[config.mk]
export PLATFORM = sky130hd
export DESIGN_NAME = sukt_ctrl
export DESIGN_NICKNAME = d
export VERILOG_FILES = /design/src/rtl/sukt_pkg.sv /design/src/rtl/sukt_ctrl.sv
export SDC_FILE = /design/constraint.sdc
export NUM_CORES = 1
export LEC_CHECK = 0
export BUFFER_PORTS_ARGS = -buffer_cell sky130_fd_sc_hd__buf_2
export CAP_MARGIN = 30
export CORE_UTILIZATION = 53
export DETAILED_ROUTE_END_ITERATION = 8
export PLACE_DENSITY_LB_ADDON = 0.12
export SETUP_SLACK_MARGIN = 0.15
export SYNTH_ARGS = -nofsm -noshare
export SYNTH_HDL_FRONTEND = slang
export SYNTH_SLANG_ARGS = --single-unit
[constraint.sdc]
create_clock -name clk_i -period 4.85 [get_ports clk_i]
set_input_delay 0.97 -clock clk_i [delete_from_list [all_inputs] [get_ports clk_i]]
set_output_delay 0.97 -clock clk_i [all_outputs]
set_load 0.01 [all_outputs]
[src/rtl/sukt_pkg.sv]
// Shared types, codes and constants of the sorted unique-key table.
`timescale 1ns / 1ps

package sukt_pkg;

  // Default table depth and the most results one dump gives
  localparam int unsigned CAPACITY_DEF = 32;
  localparam int unsigned MAX_RESULTS  = 32;

  // Field widths
  localparam int unsigned REQ_W  = 3;
  localparam int unsigned KEY_W  = 32;
  localparam int unsigned DATA_W = 32;
  localparam int unsigned STS_W  = 3;
  localparam int unsigned POS_W  = 6;

  // Request kinds
  typedef enum logic [REQ_W-1:0] {
    REQ_INSERT  = 3'd0,
    REQ_DELETE  = 3'd1,
    REQ_SEARCH  = 3'd2,
    REQ_DUMP_UP = 3'd3,
    REQ_DUMP_DN = 3'd4
  } req_e;

  // Result status codes
  typedef enum logic [STS_W-1:0] {
    STS_DONE     = 3'd0,
    STS_FOUND    = 3'd1,
    STS_DUP      = 3'd2,
    STS_NOTFOUND = 3'd3,
    STS_EMPTY    = 3'd4,
    STS_FULL     = 3'd5
  } status_e;

  // One stored entry: key and three payload words
  typedef struct packed {
    logic [KEY_W-1:0]  key;
    logic [DATA_W-1:0] a;
    logic [DATA_W-1:0] b;
    logic [DATA_W-1:0] c;
  } entry_t;

  // Datapath operations issued by the controller
  typedef enum logic [2:0] {
    CMD_NONE,
    CMD_LOAD,
    CMD_SCAN,
    CMD_SHIFT,
    CMD_PUT,
    CMD_DUMP_RD,
    CMD_DUMP_OUT,
    CMD_RESP
  } cmd_e;

  typedef struct packed {
    cmd_e    op;
    logic    ins;   // request is an insert (shift direction)
    logic    desc;  // dump walks from the top entry down
    status_e code;  // status of a single response beat
  } dp_cmd_t;

  typedef struct packed {
    logic full;
    logic empty;
    logic scan_done;
    logic scan_hit;
    logic shift_done;
    logic out_free;
    logic dump_last;
  } dp_stat_t;

endpackage

[src/rtl/sukt_ctrl.sv]
// Controller: sequences scan, shift, store, dump and response beats.
`timescale 1ns / 1ps

module sukt_ctrl import sukt_pkg::*; (
  input  logic             clk_i,
  input  logic             rst_ni,
  input  logic             in_valid_i,
  input  logic [REQ_W-1:0] req_type_i,
  output logic             in_stall_o,
  output dp_cmd_t          cmd_o,
  input  dp_stat_t         stat_i
);

  typedef enum logic [2:0] {
    S_IDLE,
    S_SCAN,
    S_SHIFT,
    S_PUT,
    S_DUMP_RD,
    S_DUMP_OUT,
    S_RESP
  } state_e;

  state_e  state_q, state_d;
  req_e    req_q, req_d;
  status_e code_q, code_d;
  req_e    req_in;
  cmd_e    op;

  assign req_in = req_e'(req_type_i);

  // Next state and command
  always_comb begin
    state_d = state_q;
    req_d   = req_q;
    code_d  = code_q;
    op      = CMD_NONE;
    unique case (state_q)
      S_IDLE: begin
        if (in_valid_i) begin
          op    = CMD_LOAD;
          req_d = req_in;
          unique case (req_in)
            REQ_INSERT: begin
              if (stat_i.full) begin
                code_d  = STS_FULL;
                state_d = S_RESP;
              end else begin
                state_d = S_SCAN;
              end
            end
            REQ_DELETE, REQ_SEARCH: begin
              if (stat_i.empty) begin
                code_d  = STS_EMPTY;
                state_d = S_RESP;
              end else begin
                state_d = S_SCAN;
              end
            end
            REQ_DUMP_UP, REQ_DUMP_DN: begin
              if (stat_i.empty) begin
                code_d  = STS_EMPTY;
                state_d = S_RESP;
              end else begin
                state_d = S_DUMP_RD;
              end
            end
            default: begin
              // unused request kinds are dropped without a result
              state_d = S_IDLE;
            end
          endcase
        end
      end
      S_SCAN: begin
        op = CMD_SCAN;
        if (stat_i.scan_done) begin
          unique case (req_q)
            REQ_INSERT: begin
              if (stat_i.scan_hit) begin
                code_d  = STS_DUP;
                state_d = S_RESP;
              end else begin
                state_d = S_SHIFT;
              end
            end
            REQ_DELETE: begin
              if (stat_i.scan_hit) begin
                state_d = S_SHIFT;
              end else begin
                code_d  = STS_NOTFOUND;
                state_d = S_RESP;
              end
            end
            default: begin
              code_d  = stat_i.scan_hit ? STS_FOUND : STS_NOTFOUND;
              state_d = S_RESP;
            end
          endcase
        end
      end
      S_SHIFT: begin
        op = CMD_SHIFT;
        if (stat_i.shift_done) begin
          if (req_q == REQ_INSERT) begin
            state_d = S_PUT;
          end else begin
            code_d  = STS_DONE;
            state_d = S_RESP;
          end
        end
      end
      S_PUT: begin
        op      = CMD_PUT;
        code_d  = STS_DONE;
        state_d = S_RESP;
      end
      S_DUMP_RD: begin
        op      = CMD_DUMP_RD;
        state_d = S_DUMP_OUT;
      end
      S_DUMP_OUT: begin
        op = CMD_DUMP_OUT;
        if (stat_i.out_free && stat_i.dump_last) begin
          state_d = S_IDLE;
        end
      end
      S_RESP: begin
        op = CMD_RESP;
        if (stat_i.out_free) begin
          state_d = S_IDLE;
        end
      end
      default: begin
        state_d = S_IDLE;
      end
    endcase
  end

  // State and held request
  always_ff @(posedge clk_i or negedge rst_ni) begin
    if (!rst_ni) begin
      state_q <= S_IDLE;
      req_q   <= REQ_INSERT;
      code_q  <= STS_DONE;
    end else begin
      state_q <= state_d;
      req_q   <= req_d;
      code_q  <= code_d;
    end
  end

  assign in_stall_o = (state_q != S_IDLE);
  assign cmd_o      = '{
    op:   op,
    ins:  (req_q == REQ_INSERT),
    desc: (req_q == REQ_DUMP_DN),
    code: code_q
  };

  // A shift is never cut short
  a_shift_hold: assert property (@(posedge clk_i) disable iff (!rst_ni)
    (state_q == S_SHIFT && !stat_i.shift_done) |=> (state_q == S_SHIFT))
    else $error("shift left before it finished");

  // An accepted insert on a full table answers full without touching the RAM
  a_full_resp: assert property (@(posedge clk_i) disable iff (!rst_ni)
    (state_q == S_IDLE && in_valid_i && req_in == REQ_INSERT && stat_i.full)
    |=> (state_q == S_RESP && code_q == STS_FULL))
    else $error("full table insert not rejected");

endmodule

==> results of run 1 <==
==> critical path, delay by kind of cell <==
kind / cells / cell delay [ns]
buffers and inverters: 2 / 0.26
AND/OR/NAND/NOR: 2 / 0.20
==> sequential cells by signal, summed over array words and instances (netlist names) <==
| name | cells |
|---|---|
| code_q | 3 |
| req_q | 3 |
| state_q | 3 |
==> power by group <==
group,switching (mW),internal (mW)
clock network,0.0207,0.0313
registers,0.0721,0.110
logic,0.138,0.141
==> cell usage after synthesis, types with 2 or more instances <==
library cell,number
o32ai_1,2
nor2b_1,4
inv_1,2
dfrtp_1,9
clkbuf_1,4
nor2_1,8
nand2_1,6
or3_1,2
o21ai_0,6
a21oi_1,6
a211oi_1,2
o21a_1,2
mux2_1,6
nor3b_1,2
nand2b_1,2
xor2_1,3
mux2i_1,3
nor3_1,2
==> per-stage QoR <==
stage	utilization	power, mW	instances	hold slack [ns]	setup slack [ns]
6_report	0.712	0.513	117	0.485	2.45
5_1_grt	0.712	0.560	117	0.497	2.39
4_1_cts	0.712	0.516	117	0.488	2.45
3_5_place_dp	0.690	0.462	113	0.474	2.45
3_3_place_gp	0.690	0.457	113	0.471	2.49
2_1_floorplan	-	0.382	83	0.518	2.71
==> per-layer routing <==
layer / track usage / vias to the layer above
met4: 0.103 / 0
met3: 0.0347 / 0
li1: - / 343
met2: 0.350 / 14
met1: 0.277 / 306
met5: 0 / -
==> cell type report <==
class	count	area (µm²)
repair buffers	21	105
clock buffers	4	26.3
inverters	2	7.51
flip-flops and latches	9	225
well taps	14	17.5
fillers	97	342
multi-input cells	67	463
==> worst max path at each step <==
stage | slack, ns | from | cells after the start | to
3_5_place_dp | 2.45 | in_valid_i | 4 | cmd_o[5]
2_1_floorplan | 2.71 | in_valid_i | 2 | cmd_o[5]
5_1_grt | 2.39 | in_valid_i | 4 | cmd_o[5]
6_report | 2.45 | in_valid_i | 4 | cmd_o[5]
3_3_place_gp | 2.49 | in_valid_i | 4 | cmd_o[5]
4_1_cts | 2.45 | in_valid_i | 4 | cmd_o[5]
==> logic make-up (layout without fill, tap and decap cells) <==
kind of cell    after synthesis  count (layout)  share of synthesized area
compound gates               24              24                      0.229
mux                           9               9                      0.136
simple gates                 30              30                      0.233
buf+inv                       7              27                     0.0385
flops                         9               9                      0.315
xor+xnor                      4               4                     0.0490
==> results.txt, run 1 <==
CP Capture Type: primary output
Layout area overhead: 18.0%
Status: finished, final reports clean
Final HPWL DP: 1140 µm
Post-Synthesis Cells: 83
Post-route ant nets: 0
Diodes inserted: 0
Core area: 1190 µm²
Layout cells sized above 1: 0.272
Vias in the first global route: 542
Largest net degree at the start of global routing: 18
Synth top area cells: dfrtp_1 (31%), mux2_1 (9.4%), a21oi_1 (4.2%)
FFs w/ async S/R, synth: 1.00
DR WL met3: 32 µm
Library cells used by synthesis: 30
Global route overflow: 0
FMAX: 417 MHz
Commonest non-fill, non-tap cell in the layout: buf_2
IO Pins: 22
Drt first pass iters: 4
Sum Neg Setup Slack: 0 ns
Slew HR: 0.626
DR WL/cell: 12.1 µm
Pwr/cell area: 607 nW/µm²
# Post-CTS Setup Buffers: 0
Pleak: 0.390 nW
Hold wc startpoint: code_q[1]
Crit path required time: 3.88 ns
Clock root cell: clkbuf_4
Ys Warns: 0
Ys flop type: dfrtp_1
Syn Area/Cell: 8.62 µm²
Finished Cell Area: 845 µm²
Final Hold Viols: 0
Post-synth top area share: 0.315
H-tree levels: 1
Register area share after synthesis: 0.315
Die area: 1500 µm²
CTS tree: built
DRT iter0 DRCs: 25
Startpoint Class: input port
Number of buffers created by CTS: 3
RSZ-0062 raised after global routing: false
Clock latency on the worst-skew pair: 0.24 ns
Die height: 38.7 µm
Area after DPL: 818 µm²
Clock Skew: 0.00327 ns
Final setup viols: 0
CP cell instances: buf_2, nor3_1, nor2_1, buf_2
Worst EP arrival: 1.43 ns
Routed vias: 663
Initial Util: 0.603
Antenna violations before repair: 0
Hold Path Class: reg2reg
Die width: 38.7 µm
Commonest non-fill, non-tap cells in the layout: buf_2 (21), dfrtp_1 (9), nor2_1 (8)
Hold Path Sink: code_q[1]
Drt total wl: 1420 µm
DR vias/cell: 5.67
Crit path largest cell delay: 0.15 ns
Crit path kind: in2out
Worst reg-to-reg path cell count: 5
GRT Total Usage: 0.216
Slowest cell on the critical path: buf_2
Uppermost layer routed: met3
Longest Clk Path Bufs: 2
Cell row count: 12
Clk slew on worst S/H paths: 0.05 ns
Peak supply drop: 378 µV
Resized Gates After CTS: 0
Post-synth EDFFs: 0
WHS Path Cells: 1
Most common cell on crit path: buf_2
#FFs+latches synth: 9
Sink Count: 9
RR Endpoint: state_q[0]
Synthesized area: 716 µm²
IO Port Bufs: 21
Final Cycle Share: 0.495
Max-slew violation count: 0
Remaining DRCs: 0
Mapped Nets: 96
Met2 WL: 671 µm
Worst r2r src: state_q[1]
Worst-Margin Slew: 0.561 ns
Max-cap violations: 0
Met1 WL: 717 µm
Crit Path Max Fanout: 3
Dominant cell type by area after synthesis: dfrtp_1
R2R Setup Slk: 2.99 ns
First-pass GRT wire length: 2190 µm
GP Congestion: 0.803
Period minus WS final: 2.40 ns
Hold buffers post-CTS: 0
Net count reported at finish: 117
Power figures use the tool's default switching activity.
==> run 2: changes to the inputs <==
Settings changed: CORE_UTILIZATION 53 to 49.
Clock period 4.85 ns to 2.4 ns, I/O delays scaled along.
==> results.txt, run 2 (synthesis gave the netlist of run 1 again) <==
Status: finished, final reports clean
DR WL/cell: 11.8 µm (-2.8%)
Final Cycle Share: 0.779
# Post-CTS Setup Buffers: 0 (unchanged)
Pleak: 0.390 nW (unchanged)
Crit path largest cell delay: 0.56 ns (+0.41 ns)
H-tree levels: 1 (unchanged)
Remaining DRCs: 0 (unchanged)
Commonest non-fill, non-tap cells in the layout: buf_2 (21), dfrtp_1 (9), nor2_1 (8)
Drt first pass iters: 4 (unchanged)
Net count reported at finish: 117 (unchanged)
Worst EP arrival: 1.39 ns (-0.04 ns)
Clk slew on worst S/H paths: 0.05 ns (about the same)
Period minus WS final: 1.87 ns
First-pass GRT wire length: 2150 µm (-2.2%)
Comb pwr share: 0.541 (-0.002)
Slew HR: 0.640 (+0.0142)
Worst r2r src: state_q[1]
Longest Clk Path Bufs: 2 (unchanged)
Crit path kind: reg2out
CTS tree: built
Setup Slack @ Placement: 0.559 ns (-1.89 ns)
Final HPWL DP: 1140 µm (+0.53%)
CP Capture Type: primary output
Peak supply drop: 625 µV (+66%)
Setup ws final: 0.530 ns (-1.92 ns)
Clock network power share: 0.103 (+0.002)
Sum Neg Setup Slack: 0 ns (unchanged)
Net Switching: 463 µW (+100%)
Die area: 1620 µm² (+7.7%)
Switch share: 0.448 (-0.00136)
Seq pwr share: 0.356 (about the same)
R2R Setup Slk: 0.60 ns (-2.39 ns)
Crit Path Max Fanout: 16 (+13)
Core area: 1330 µm² (+12%)
Worst-Margin Slew: 0.540 ns (-0.0213 ns)
Cell row count: 13 (+1)
CP cell instances: nor3_4, inv_1, buf_2
Layout area overhead: 18.2%
Startpoint Class: register
Hold buffers post-CTS: 0 (unchanged)
Largest regs: code_q x3, req_q x3, state_q x3
Sink Count: 9 (unchanged)
Largest net degree at the start of global routing: 18 (unchanged)
Resized Gates After CTS: 0 (unchanged)
IO Port Bufs: 21 (unchanged)
RSZ-0062 raised after global routing: false
GRT Total Usage: 0.210 (-0.00606)
DR vias/cell: 5.45 (-3.8%)
Diodes inserted: 0 (unchanged)
Die height: 40.2 µm (+3.8%)
Clock latency on the worst-skew pair: 0.25 ns (about the same)
RR Endpoint: state_q[0]
P_int: 571 µW (+100%)
Worst reg-to-reg path cell count: 5 (unchanged)
GP Congestion: 0.854 (+6.4%)
Global route overflow: 0 (unchanged)
Clock root cell: clkbuf_4
Fin Hold WS: 0.0631 ns (-0.422 ns)
DRT iter0 DRCs: 20 (-20%)
Final Hold Viols: 0 (unchanged)
Placed cell count: 114 (+0.88%)
Slowest cell on the critical path: dfrtp_1
Crit path required time: 1.92 ns (-1.96 ns)
Vias in the first global route: 513 (-5.4%)
Clock Skew: 0.00133 ns (-0.00194 ns)
Routed vias: 643 (-3.0%)
Post-route ant nets: 0 (unchanged)
Post-Layout Cell Count: 118 (+0.85%)
Pwr/cell area: 1220 nW/µm² (+100%)
Max-cap violations: 0 (unchanged)
Number of buffers created by CTS: 3 (unchanged)
FMAX: 535 MHz
Max-slew violation count: 0 (unchanged)
Antenna violations before repair: 0 (unchanged)
Drt total wl: 1390 µm (-2.0%)
Layout cells sized above 1: 0.272 (unchanged)
Initial Util: 0.537 (-0.0668)
Hold Path Class: in2async
Pwr Total: 1.03 mW (+100%)
Commonest non-fill, non-tap cell in the layout: buf_2
Final setup viols: 0 (unchanged)
Die width: 40.2 µm (+3.8%)
IO Pins: 22 (unchanged)
## run 2: worst max-delay path by stage
stage / end / start / slack, ns / cells after the start
2_1_floorplan: code_q[0] / req_q[2] / 0.69 / 5
3_3_place_gp: code_q[1] / req_type_i[0] / 0.58 / 6
3_5_place_dp: code_q[1] / req_type_i[0] / 0.56 / 6
4_1_cts: in_stall_o / state_q[1] / 0.52 / 3
5_1_grt: state_q[0] / state_q[1] / 0.40 / 5
6_report: in_stall_o / state_q[0] / 0.53 / 3
## run 2: layout make-up
| cell class | count | area (µm²) |
|---|---|---|
| multi-input combinational | 67 | 463 |
| sequential | 9 | 225 |
| tap | 15 | 18.8 |
| timing repair buffer | 21 | 105 |
| inverter | 2 | 7.51 |
| fill | 130 | 488 |
| clock buffer | 4 | 26.3 |
## run 2: power groups by stage
stage	logic, mW	registers, mW	clock network, mW
global route	0.624	0.389	0.119
finish	0.559	0.368	0.107
global placement	0.559	0.365	0
detailed placement	0.566	0.370	0
CTS	0.567	0.368	0.115
floorplan	0.475	0.296	0
## run 2: per-stage QoR
step / instance area [µm²] / util
after detailed placement: 820 / 0.614
after global placement: 820 / 0.614
after global routing: 846 / 0.634
after CTS: 846 / 0.634
after floorplan: 716 / -
final: 846 / 0.634
## run 2: critical path: cells and delay by family (launching register included)
family        cells  cell delay [ns]
buf+inv           2             0.22
flops             1             0.56
simple gates      1             0.35
## run 2: routing by layer
layer	part of all wire	vias to the layer above	global-route usage
li1	-	340	-
met1	0.48	288	0.280
met2	0.47	13	0.282
met3	0.037	2	0.0444
met4	0.0072	0	0.183
met5	0	-	0
